**config.mk**
```make
export PLATFORM = sky130hd
export DESIGN_NAME = ir_pulse_frame_decoder
export DESIGN_NICKNAME = d
export VERILOG_FILES = /design/src/irpfd_pkg.sv /design/src/irpfd_classify.sv /design/src/irpfd_evt_queue.sv /design/src/irpfd_result_queue.sv /design/src/irpfd_frame_engine.sv /design/src/ir_pulse_frame_decoder.sv
export SDC_FILE = /design/constraint.sdc
export NUM_CORES = 1
export LEC_CHECK = 0
export BUFFER_PORTS_ARGS = -buffer_cell sky130_fd_sc_hd__buf_4
export CAP_MARGIN = 20
export CORE_MARGIN = 2
export CORE_UTILIZATION = 35
export CTS_CLUSTER_DIAMETER = 60
export DETAILED_ROUTE_END_ITERATION = 8
export HOLD_SLACK_MARGIN = 0.08
export PLACE_DENSITY = 0.61
export SLEW_MARGIN = 10
export SYNTH_ARGS = -nofsm -noshare
export SYNTH_HDL_FRONTEND = slang
export SYNTH_SLANG_ARGS = --single-unit
```
**constraint.sdc**
```tcl
create_clock -name clk -period 9.3 [get_ports clk]
set_input_delay 0.465 -clock clk [delete_from_list [all_inputs] [get_ports clk]]
set_output_delay 0.465 -clock clk [all_outputs]
set_load 0.02 [all_outputs]
```
**src/irpfd_pkg.sv**
```systemverilog
// Shared types, constants and helpers of the IR pulse frame decoder.
package irpfd_pkg;

  // Frame geometry: bits per frame and where the data code ends.
  localparam int FRAME_BITS = 32;
  localparam int CODE_SPLIT = 16;
  localparam int CNT_W      = $clog2(FRAME_BITS);
  localparam logic [CNT_W-1:0] LAST_BIT = CNT_W'(FRAME_BITS - 1);

  localparam int CFG_IDX_W = 4;

  // Register map of the configuration port.
  typedef enum logic [CFG_IDX_W-1:0] {
    REG_LEAD_HIGH_MIN = 4'd0,
    REG_LEAD_HIGH_MAX = 4'd1,
    REG_LEAD_LOW_MIN  = 4'd2,
    REG_LEAD_LOW_MAX  = 4'd3,
    REG_ONE_MIN       = 4'd4,
    REG_ONE_MAX       = 4'd5,
    REG_ZERO_MIN      = 4'd6,
    REG_ZERO_MAX      = 4'd7
  } cfg_reg_t;

  localparam logic [15:0] RST_LEAD_HIGH_MIN = 16'd12000;
  localparam logic [15:0] RST_LEAD_HIGH_MAX = 16'd15000;
  localparam logic [15:0] RST_LEAD_LOW_MIN  = 16'd1500;
  localparam logic [15:0] RST_LEAD_LOW_MAX  = 16'd2100;
  localparam logic [15:0] RST_ONE_MIN       = 16'd2000;
  localparam logic [15:0] RST_ONE_MAX       = 16'd2600;
  localparam logic [15:0] RST_ZERO_MIN      = 16'd800;
  localparam logic [15:0] RST_ZERO_MAX      = 16'd1400;

  // Remote codes recognised by the fan logic.
  localparam logic [15:0] USER_FAN  = 16'h00ff;
  localparam logic [15:0] KEY_POWER = 16'h8877;
  localparam logic [15:0] KEY_SWING = 16'h6897;
  localparam logic [15:0] KEY_UP    = 16'h48b7;
  localparam logic [15:0] KEY_DOWN  = 16'ha857;

  localparam logic [2:0] BEEP_SHORT = 3'd1;
  localparam logic [2:0] BEEP_LONG  = 3'd5;
  localparam logic [1:0] REP_ONE    = 2'd1;
  localparam logic [1:0] REP_TWO    = 2'd2;
  localparam logic [1:0] FAN_OFF    = 2'd0;
  localparam logic [1:0] FAN_MIN    = 2'd1;
  localparam logic [1:0] FAN_MAX    = 2'd3;

  // Class of one capture as seen by the front end.
  typedef enum logic [1:0] {
    CLS_LEAD = 2'd0,
    CLS_ONE  = 2'd1,
    CLS_ZERO = 2'd2,
    CLS_BAD  = 2'd3
  } cls_t;

  typedef struct packed {
    logic [15:0] lead_high_min;
    logic [15:0] lead_high_max;
    logic [15:0] lead_low_min;
    logic [15:0] lead_low_max;
    logic [15:0] one_min;
    logic [15:0] one_max;
    logic [15:0] zero_min;
    logic [15:0] zero_max;
  } win_cfg_t;

  typedef struct packed {
    logic        frame_done;
    logic        frame_error;
    logic [15:0] addr_code;
    logic [15:0] cmd_code;
    logic [1:0]  speed_level;
    logic        oscillate_on;
    logic        speed_lamp;
    logic        oscillate_lamp;
    logic        beep_valid;
    logic [2:0]  beep_length;
    logic [1:0]  beep_repeat;
  } result_t;

  // Inclusive window test; an inverted window never matches.
  function automatic logic in_window(input logic [15:0] v, input logic [15:0] lo,
                                     input logic [15:0] hi);
    return (v >= lo) && (v <= hi);
  endfunction

endpackage

```
**src/irpfd_classify.sv**
```systemverilog
// Front end: window registers and classification of each timer capture.
module irpfd_classify import irpfd_pkg::*; (
  input  logic                 clk,
  input  logic                 rst,
  input  logic                 cfg_we,
  input  logic [CFG_IDX_W-1:0] cfg_index,
  input  logic [15:0]          cfg_data,
  input  logic [15:0]          high_count,
  input  logic [15:0]          period_count,
  output cls_t                 cls
);

  win_cfg_t    win;
  logic [15:0] low_count;
  logic        is_lead;

  always_ff @(posedge clk) begin
    if (rst) begin
      win.lead_high_min <= RST_LEAD_HIGH_MIN;
      win.lead_high_max <= RST_LEAD_HIGH_MAX;
      win.lead_low_min  <= RST_LEAD_LOW_MIN;
      win.lead_low_max  <= RST_LEAD_LOW_MAX;
      win.one_min       <= RST_ONE_MIN;
      win.one_max       <= RST_ONE_MAX;
      win.zero_min      <= RST_ZERO_MIN;
      win.zero_max      <= RST_ZERO_MAX;
    end else if (cfg_we) begin
      case (cfg_reg_t'(cfg_index))
        REG_LEAD_HIGH_MIN: win.lead_high_min <= cfg_data;
        REG_LEAD_HIGH_MAX: win.lead_high_max <= cfg_data;
        REG_LEAD_LOW_MIN:  win.lead_low_min  <= cfg_data;
        REG_LEAD_LOW_MAX:  win.lead_low_max  <= cfg_data;
        REG_ONE_MIN:       win.one_min       <= cfg_data;
        REG_ONE_MAX:       win.one_max       <= cfg_data;
        REG_ZERO_MIN:      win.zero_min      <= cfg_data;
        REG_ZERO_MAX:      win.zero_max      <= cfg_data;
        default: begin
        end
      endcase
    end
  end

  // The low time wraps modulo 2^16, like the capture counters themselves.
  assign low_count = period_count - high_count;
  assign is_lead   = in_window(high_count, win.lead_high_min, win.lead_high_max) &&
                     in_window(low_count, win.lead_low_min, win.lead_low_max);

  // Lead wins over a bit reading, and a one wins over a zero.
  always_comb begin
    if (is_lead) begin
      cls = CLS_LEAD;
    end else if (in_window(high_count, win.one_min, win.one_max)) begin
      cls = CLS_ONE;
    end else if (in_window(high_count, win.zero_min, win.zero_max)) begin
      cls = CLS_ZERO;
    end else begin
      cls = CLS_BAD;
    end
  end

endmodule

```
**src/irpfd_evt_queue.sv**
```systemverilog
// Two-entry queue of classified captures between front end and frame engine.
module irpfd_evt_queue import irpfd_pkg::*; (
  input  logic clk,
  input  logic rst,
  input  logic push,
  input  cls_t push_cls,
  output logic full,
  input  logic pop,
  output logic valid,
  output cls_t head
);

  cls_t       slot [2];
  logic       wr_ptr;
  logic       rd_ptr;
  logic [1:0] count;
  logic       do_push;
  logic       do_pop;

  assign full    = (count == 2'd2);
  assign valid   = (count != 2'd0);
  assign do_push = push && !full;
  assign do_pop  = pop && valid;
  assign head    = slot[rd_ptr];

  always_ff @(posedge clk) begin
    if (rst) begin
      wr_ptr <= 1'b0;
      rd_ptr <= 1'b0;
      count  <= 2'd0;
    end else begin
      if (do_push) begin
        wr_ptr <= !wr_ptr;
      end
      if (do_pop) begin
        rd_ptr <= !rd_ptr;
      end
      count <= count + 2'(do_push) - 2'(do_pop);
    end
  end

  always_ff @(posedge clk) begin
    if (do_push) begin
      slot[wr_ptr] <= push_cls;
    end
  end

  a_evt_count_bound : assert property (@(posedge clk) disable iff (rst)
    count <= 2'd2)
    else $error("event queue holds more than two entries");

endmodule

```
**src/irpfd_result_queue.sv**
```systemverilog
// Two-entry output queue holding finished results until they are popped.
module irpfd_result_queue import irpfd_pkg::*; (
  input  logic    clk,
  input  logic    rst,
  input  logic    push,
  input  result_t push_res,
  output logic    ready,
  input  logic    pop,
  output logic    empty,
  output result_t head
);

  result_t    slot [2];
  logic       wr_ptr;
  logic       rd_ptr;
  logic [1:0] count;
  logic       do_pop;

  assign empty  = (count == 2'd0);
  assign do_pop = pop && !empty;
  assign ready  = (count != 2'd2) || do_pop;
  assign head   = slot[rd_ptr];

  always_ff @(posedge clk) begin
    if (rst) begin
      wr_ptr <= 1'b0;
      rd_ptr <= 1'b0;
      count  <= 2'd0;
    end else begin
      if (push) begin
        wr_ptr <= !wr_ptr;
      end
      if (do_pop) begin
        rd_ptr <= !rd_ptr;
      end
      count <= count + 2'(push) - 2'(do_pop);
    end
  end

  always_ff @(posedge clk) begin
    if (push) begin
      slot[wr_ptr] <= push_res;
    end
  end

  a_res_no_overflow : assert property (@(posedge clk) disable iff (rst)
    push |-> ready)
    else $error("result written into a full output queue");

endmodule

```
**src/irpfd_frame_engine.sv**
```systemverilog
// Back end: bit collection, frame completion and fan key handling.
module irpfd_frame_engine import irpfd_pkg::*; (
  input  logic    clk,
  input  logic    rst,
  input  logic    evt_valid,
  input  cls_t    evt_cls,
  output logic    evt_pop,
  input  logic    res_ready,
  output logic    res_push,
  output result_t res
);

  logic                  collecting;
  logic [CNT_W-1:0]      bit_count;
  logic [FRAME_BITS-1:0] shift_word;
  logic [15:0]           last_addr;
  logic [15:0]           last_cmd;
  logic [1:0]            fan_level;
  logic                  swing_flag;
  logic                  level_lamp;
  logic                  swing_lamp;

  logic                  collecting_next;
  logic [CNT_W-1:0]      bit_count_next;
  logic [FRAME_BITS-1:0] shift_word_next;
  logic [15:0]           last_addr_next;
  logic [15:0]           last_cmd_next;
  logic [1:0]            fan_level_next;
  logic                  swing_flag_next;
  logic                  level_lamp_next;
  logic                  swing_lamp_next;

  logic                  done;
  logic                  err;
  logic                  bval;
  logic [2:0]            blen;
  logic [1:0]            brep;
  logic [FRAME_BITS-1:0] word_in;
  logic [15:0]           addr_new;
  logic [15:0]           cmd_new;

  assign evt_pop  = evt_valid && res_ready;
  assign res_push = evt_pop;

  // Bits arrive MSB first, so shifting left leaves the first bit on top.
  assign word_in  = {shift_word[FRAME_BITS-2:0], (evt_cls == CLS_ONE)};
  assign cmd_new  = word_in[CODE_SPLIT-1:0];
  assign addr_new = 16'(word_in[FRAME_BITS-1:CODE_SPLIT]);

  always_comb begin
    collecting_next = collecting;
    bit_count_next  = bit_count;
    shift_word_next = shift_word;
    last_addr_next  = last_addr;
    last_cmd_next   = last_cmd;
    fan_level_next  = fan_level;
    swing_flag_next = swing_flag;
    level_lamp_next = level_lamp;
    swing_lamp_next = swing_lamp;
    done            = 1'b0;
    err             = 1'b0;
    bval            = 1'b0;
    blen            = 3'd0;
    brep            = 2'd0;
    if (evt_pop) begin
      case (evt_cls)
        CLS_LEAD: begin
          collecting_next = 1'b1;
          bit_count_next  = '0;
          shift_word_next = '0;
        end
        CLS_BAD: begin
          if (collecting) begin
            collecting_next = 1'b0;
            shift_word_next = '0;
            err             = 1'b1;
          end
        end
        CLS_ONE, CLS_ZERO: begin
          if (collecting && (bit_count == LAST_BIT)) begin
            collecting_next = 1'b0;
            shift_word_next = '0;
            last_addr_next  = addr_new;
            last_cmd_next   = cmd_new;
            done            = 1'b1;
            if (addr_new == USER_FAN) begin
              case (cmd_new)
                KEY_POWER: begin
                  bval = 1'b1;
                  brep = REP_ONE;
                  if (fan_level == FAN_OFF) begin
                    fan_level_next  = FAN_MIN;
                    blen            = BEEP_SHORT;
                    level_lamp_next = 1'b1;
                  end else begin
                    fan_level_next  = FAN_OFF;
                    blen            = BEEP_LONG;
                    level_lamp_next = 1'b0;
                    swing_flag_next = 1'b0;
                    swing_lamp_next = 1'b0;
                  end
                end
                KEY_SWING: begin
                  if (fan_level != FAN_OFF) begin
                    swing_flag_next = !swing_flag;
                    swing_lamp_next = !swing_flag;
                    bval            = 1'b1;
                    blen            = BEEP_SHORT;
                    brep            = swing_flag ? REP_TWO : REP_ONE;
                  end
                end
                KEY_UP, KEY_DOWN: begin
                  if (fan_level != FAN_OFF) begin
                    if ((cmd_new == KEY_UP) && (fan_level != FAN_MAX)) begin
                      fan_level_next = fan_level + 2'd1;
                    end
                    if ((cmd_new == KEY_DOWN) && (fan_level > FAN_MIN)) begin
                      fan_level_next = fan_level - 2'd1;
                    end
                    bval            = 1'b1;
                    blen            = BEEP_SHORT;
                    brep            = REP_ONE;
                    level_lamp_next = 1'b1;
                  end
                end
                default: begin
                end
              endcase
            end
          end else if (collecting) begin
            bit_count_next  = bit_count + CNT_W'(1);
            shift_word_next = word_in;
          end
        end
        default: begin
        end
      endcase
    end
  end

  always_comb begin
    res.frame_done     = done;
    res.frame_error    = err;
    res.addr_code      = last_addr_next;
    res.cmd_code       = last_cmd_next;
    res.speed_level    = fan_level_next;
    res.oscillate_on   = swing_flag_next;
    res.speed_lamp     = level_lamp_next;
    res.oscillate_lamp = swing_lamp_next;
    res.beep_valid     = bval;
    res.beep_length    = blen;
    res.beep_repeat    = brep;
  end

  always_ff @(posedge clk) begin
    if (rst) begin
      collecting <= 1'b0;
      bit_count  <= '0;
      shift_word <= '0;
      last_addr  <= '0;
      last_cmd   <= '0;
      fan_level  <= FAN_OFF;
      swing_flag <= 1'b0;
      level_lamp <= 1'b0;
      swing_lamp <= 1'b0;
    end else begin
      collecting <= collecting_next;
      bit_count  <= bit_count_next;
      shift_word <= shift_word_next;
      last_addr  <= last_addr_next;
      last_cmd   <= last_cmd_next;
      fan_level  <= fan_level_next;
      swing_flag <= swing_flag_next;
      level_lamp <= level_lamp_next;
      swing_lamp <= swing_lamp_next;
    end
  end

  a_lamp_tracks_level : assert property (@(posedge clk) disable iff (rst)
    level_lamp == (fan_level != FAN_OFF))
    else $error("speed lamp disagrees with fan level");

  a_swing_only_when_on : assert property (@(posedge clk) disable iff (rst)
    (swing_lamp == swing_flag) && (!swing_flag || (fan_level != FAN_OFF)))
    else $error("oscillation flag or lamp inconsistent with fan state");

  a_done_returns_idle : assert property (@(posedge clk) disable iff (rst)
    (evt_pop && done) |=> !collecting)
    else $error("engine still collecting after a complete frame");

endmodule

```
**src/ir_pulse_frame_decoder.sv**
```systemverilog
// Top level of the IR pulse frame decoder with fan key handling.
//
// Each request on the capture side is one timer capture (high time and whole
// period); the low time is taken as the period minus the high time, wrapping
// modulo 2^16. A capture whose high and low times both sit in the lead
// windows starts a new frame; after that each capture's high time is read as
// a one, a zero or an invalid time, which aborts the frame with frame_error.
// Bits are collected most significant first, and after the last bit of the
// frame the low sixteen bits become cmd_code and the upper bits addr_code,
// with frame_done set. Frames addressed to the fan user code drive the power,
// oscillate, speed up and speed down keys and raise a beep request, the last
// three only while the fan is on. Every accepted capture yields exactly one
// result. The block takes one capture per clock cycle while full is low: a
// front end classifies the capture against the window registers in the cycle
// it is accepted, a two-entry queue carries the class to the frame engine,
// which updates the frame and fan state and writes the result into a
// two-entry output queue. A result becomes visible once its class has left
// the event queue and the engine has written it into the output queue; while
// results are not popped, up to four captures are buffered before full rises.
// Window registers are written through the configuration channel, which is
// always ready and ignores indexes beyond the last register; write them only
// while no capture is in flight. There is no clearing pass after reset.
module ir_pulse_frame_decoder import irpfd_pkg::*; (
  input  logic                 clk,
  input  logic                 rst,
  input  logic                 push,
  output logic                 full,
  input  logic [15:0]          high_count,
  input  logic [15:0]          period_count,
  output logic                 empty,
  input  logic                 pop,
  output logic                 frame_done,
  output logic                 frame_error,
  output logic [15:0]          addr_code,
  output logic [15:0]          cmd_code,
  output logic [1:0]           speed_level,
  output logic                 oscillate_on,
  output logic                 speed_lamp,
  output logic                 oscillate_lamp,
  output logic                 beep_valid,
  output logic [2:0]           beep_length,
  output logic [1:0]           beep_repeat,
  input  logic                 cfg_valid,
  output logic                 cfg_ready,
  input  logic [CFG_IDX_W-1:0] cfg_index,
  input  logic [15:0]          cfg_data
);

  cls_t    front_cls;
  cls_t    evt_head;
  logic    evt_valid;
  logic    evt_pop;
  logic    res_ready;
  logic    res_push;
  result_t res_new;
  result_t res_head;

  // The window registers can take a write in any cycle.
  assign cfg_ready = 1'b1;

  irpfd_classify u_classify (
    .clk          (clk),
    .rst          (rst),
    .cfg_we       (cfg_valid && cfg_ready),
    .cfg_index    (cfg_index),
    .cfg_data     (cfg_data),
    .high_count   (high_count),
    .period_count (period_count),
    .cls          (front_cls)
  );

  // The event queue's full flag is the capture side's back-pressure.
  irpfd_evt_queue u_evt_queue (
    .clk      (clk),
    .rst      (rst),
    .push     (push),
    .push_cls (front_cls),
    .full     (full),
    .pop      (evt_pop),
    .valid    (evt_valid),
    .head     (evt_head)
  );

  irpfd_frame_engine u_engine (
    .clk       (clk),
    .rst       (rst),
    .evt_valid (evt_valid),
    .evt_cls   (evt_head),
    .evt_pop   (evt_pop),
    .res_ready (res_ready),
    .res_push  (res_push),
    .res       (res_new)
  );

  irpfd_result_queue u_result_queue (
    .clk      (clk),
    .rst      (rst),
    .push     (res_push),
    .push_res (res_new),
    .ready    (res_ready),
    .pop      (pop),
    .empty    (empty),
    .head     (res_head)
  );

  assign frame_done     = res_head.frame_done;
  assign frame_error    = res_head.frame_error;
  assign addr_code      = res_head.addr_code;
  assign cmd_code       = res_head.cmd_code;
  assign speed_level    = res_head.speed_level;
  assign oscillate_on   = res_head.oscillate_on;
  assign speed_lamp     = res_head.speed_lamp;
  assign oscillate_lamp = res_head.oscillate_lamp;
  assign beep_valid     = res_head.beep_valid;
  assign beep_length    = res_head.beep_length;
  assign beep_repeat    = res_head.beep_repeat;

endmodule

```
==> run metrics <==
result of the run=completed; Core Region=43400 sq um; number of max-cap violations=0; deepest level of the CTS H-tree=2; critical path required time=9660 ps; number of fill cells=4277; net total in the final layout=1932; number of flops mapped to enable cells by yosys=90; Crit Path Category=input pin to register; fraction of the yosys area taken by sequential cells=44.9%; top area cells in the synthesized netlist=sky130_fd_sc_hd__dfxtp_1, sky130_fd_sc_hd__edfxtp_1, sky130_fd_sc_hd__ha_1, sky130_fd_sc_hd__nand2_1, sky130_fd_sc_hd__mux2_2; global-route wire length before repair=58.3 mm; die boundary height=214 microns; port bufs=102; final core occ=41.5%; Mean Syn Cell Area=9.40 sq um; area taken by flip-flops and latches=6950 sq um; row cnt=76; PostCTS Resize Cnt=0; clock tree from TritonCTS=yes; synthesized netlist net count=1861; FFs w/ async S/R, synth=0%; timing-limited maximum frequency=0.257 GHz; Syn Std Cell Area=15500 sq um; sinks on the clock net=302; Die ar.=45900 sq um; maximum number of pins on one net before global-route repair=109; total routed wirelength=35.8 mm; Relative slew margins=28.1%; Area growth syn-to-layout=16.3%; count of state elements after synthesis=302; placer's final routability congestion estimate=0.887; proportion of netlist area held by the largest area contributor=27.5%; final number of setup-violating endpoints=0; share of layout cells above drive strength 1=15.5%; met1 wire length=15.3 mm; highest metal used=met4; category of the worst setup path capture point=register; total overflow reported by the global router=0; most used cells in the layout excluding fill and tap cells=sky130_fd_sc_hd__nand2_1, sky130_fd_sc_hd__dfxtp_1, sky130_fd_sc_hd__ha_1, sky130_fd_sc_hd__inv_1, sky130_fd_sc_hd__a21oi_1; most frequent standard cell in the layout excluding fill and tap cells=sky130_fd_sc_hd__nand2_1; HPWL reported at the end of detailed placement=25.0 mm; latest clock arrival within the worst-skew pair=540 ps; clock transition at the registers of the reported paths=60 ps; Worst Clk Skew=19.0 ps; shortest period the worst path allows=3890 ps; number of standard cells after synthesis=1645; library cell used as clock root buffer=sky130_fd_sc_hd__clkbuf_16; worst-margin pin slew=1080 ps; via count of the first global-routing pass=11.2k; detailed-routed wire length on met2=17.5 mm; leakage power=7.32 nW; number of library cell types mapped by synthesis=75; per-cell via count in the routed design=4.91; setup tns final=0 ps; Residual DRC=0; unrepaired setup endpoints after global routing=no; area leader, netlist=sky130_fd_sc_hd__dfxtp_1; initial standard-cell utilization of the core=35.6%; hold violation count in the final report=0; average wire per cell in the routed design=15.4 microns; remaining antenna violation count=0; WL met3=1.89 mm; total design power=4.04 mW; die width=214 microns; io pins=105; Post-CTS Repair Setup Buffers=0; clock buffers created by TritonCTS=37; DR iter-0 viols=502; area of the multi-input gates=7560 sq um; Startpoint Class=input pin; via count of the routed design=11.4k; number of antenna violations at the first check in global routing=1; period utilisation layout=41.8%; class of the tightest hold or removal check=input pin to register; arrival time at the worst endpoint=4260 ps; Power Dens Cells=224 nW/um^2; CP Max Fanout=7; All-Layer GR Usage=15.5%; total number of yosys warnings=0; Max Slew Vio Count=0; VDD IR-drop max=0.000136 V; maximum clock path buffer count=3; Initial DRT Pass Iterations=5; commonest register cell after synthesis=sky130_fd_sc_hd__dfxtp_1; CTS hold repair buffers=0
worst max-delay path, cell delays in order:
cell and delay, ps:
sky130_fd_sc_hd__buf_4 160, sky130_fd_sc_hd__inv_1 60, sky130_fd_sc_hd__ha_1 340, sky130_fd_sc_hd__nor2b_1 150
sky130_fd_sc_hd__o21ai_1 170, sky130_fd_sc_hd__a21boi_1 140, sky130_fd_sc_hd__o41ai_2 380, sky130_fd_sc_hd__o2111ai_1 220
sky130_fd_sc_hd__a31o_2 270, sky130_fd_sc_hd__a21oi_1 170, sky130_fd_sc_hd__xnor2_1 120, sky130_fd_sc_hd__ha_1 320
sky130_fd_sc_hd__nand3_1 100, sky130_fd_sc_hd__nor2_1 120, sky130_fd_sc_hd__nand2_1 100, sky130_fd_sc_hd__a211oi_1 210
sky130_fd_sc_hd__nor3_1 80, sky130_fd_sc_hd__o22a_1 220, sky130_fd_sc_hd__and4_1 240, sky130_fd_sc_hd__a31oi_1 210
where the power goes:
group | leakage (nW) | internal (mW) | switching [mW]
sequential | 2.58 | 1.52 | 0.0382
clock | 0.610 | 0.906 | 0.566
combinational | 4.14 | 0.392 | 0.611
total | 7.32 | 2.82 | 1.21
synthesized netlist by cell type, types with 10 or more instances:
cell	n
sky130_fd_sc_hd__xnor2_1	16
sky130_fd_sc_hd__edfxtp_1	90
sky130_fd_sc_hd__clkbuf_1	60
sky130_fd_sc_hd__buf_4	17
sky130_fd_sc_hd__nand3b_1	19
sky130_fd_sc_hd__a21oi_1	150
sky130_fd_sc_hd__dfxtp_1	212
sky130_fd_sc_hd__nor2_1	89
sky130_fd_sc_hd__inv_1	157
sky130_fd_sc_hd__o21ai_0	23
sky130_fd_sc_hd__nor2b_1	50
sky130_fd_sc_hd__nand4_1	18
sky130_fd_sc_hd__a21o_1	32
sky130_fd_sc_hd__a211o_1	31
sky130_fd_sc_hd__nor3_1	12
sky130_fd_sc_hd__nand3_1	41
sky130_fd_sc_hd__nand2_1	262
sky130_fd_sc_hd__ha_1	158
sky130_fd_sc_hd__o21a_1	10
sky130_fd_sc_hd__mux2_2	75
metal layers:
metal,track usage (%),vias to the layer above
li1,-,5769
met3,3.42,68
met1,18.7,5397
met5,0,-
met2,27.2,206
met4,5.79,0
cell families after synthesis:
family                   Yosys count  share of synthesized area (%)
AO/OA/AOI/OAI                    302                           12.4
AND/OR/NAND/NOR                  539                           16.5
adder cells (fa/ha/maj)          159                           12.9
multiplexers                      77                           5.59
XOR/XNOR                          23                           1.30
flip-flops                       302                           44.9
buffers and inverters            241                           6.32
other                              2                         0.0486
layout make-up:
cell class	instances	share of cell area, %
Antenna cell	1	0.0139
Clock buffer	52	5.86
Clock inverter	15	1.11
Inverter	157	3.28
Multi-Input combinational cell	1102	42.1
Sequential cell	302	38.6
Tap cell	585	4.07
Timing Repair Buffer	116	4.96
per-stage QoR:
stage               setup WS (ps)  cells  cell area [sq um]  hold WS, ps
finish                       5410   2330              18000          223
global route                 5060   2329              18000          211
CTS                          5450   2329              18000          194
detailed placement           4900   2262              16700          447
global placement             5010   2260              16700          442
floorplan                    5550   1645              15500          436
state kept, by name, summed over array words and instances (netlist names), named ones only:
signal	count
u_engine.swing_flag	1
u_result_queue.rd_ptr	1
u_evt_queue.wr_ptr	1
u_engine.fan_level	2
u_result_queue.count	2
u_result_queue.wr_ptr	1
u_engine.collecting	1
u_evt_queue.rd_ptr	1
u_engine.swing_lamp	1
u_classify.win	128
u_evt_queue.slot	4
u_engine.last_cmd	16
u_result_queue.slot	86
u_engine.last_addr	16
u_evt_queue.count	2
u_engine.level_lamp	1
u_engine.bit_count	5
u_engine.shift_word	31
worst paths after layout:
check                           from                endpoint  slack (ps)  cells past startpoint
hold reg to reg   u_classify.win[42]      u_classify.win[42]         450                      2
hold / removal           cfg_data[8]      u_classify.win[56]         220                      2
setup reg to reg            register   u_engine.fan_level[1]        6470                      9
setup / recovery       high_count[2]  u_evt_queue.slot[1][0]        5410                     20
Power figures use the tool's default switching activity.
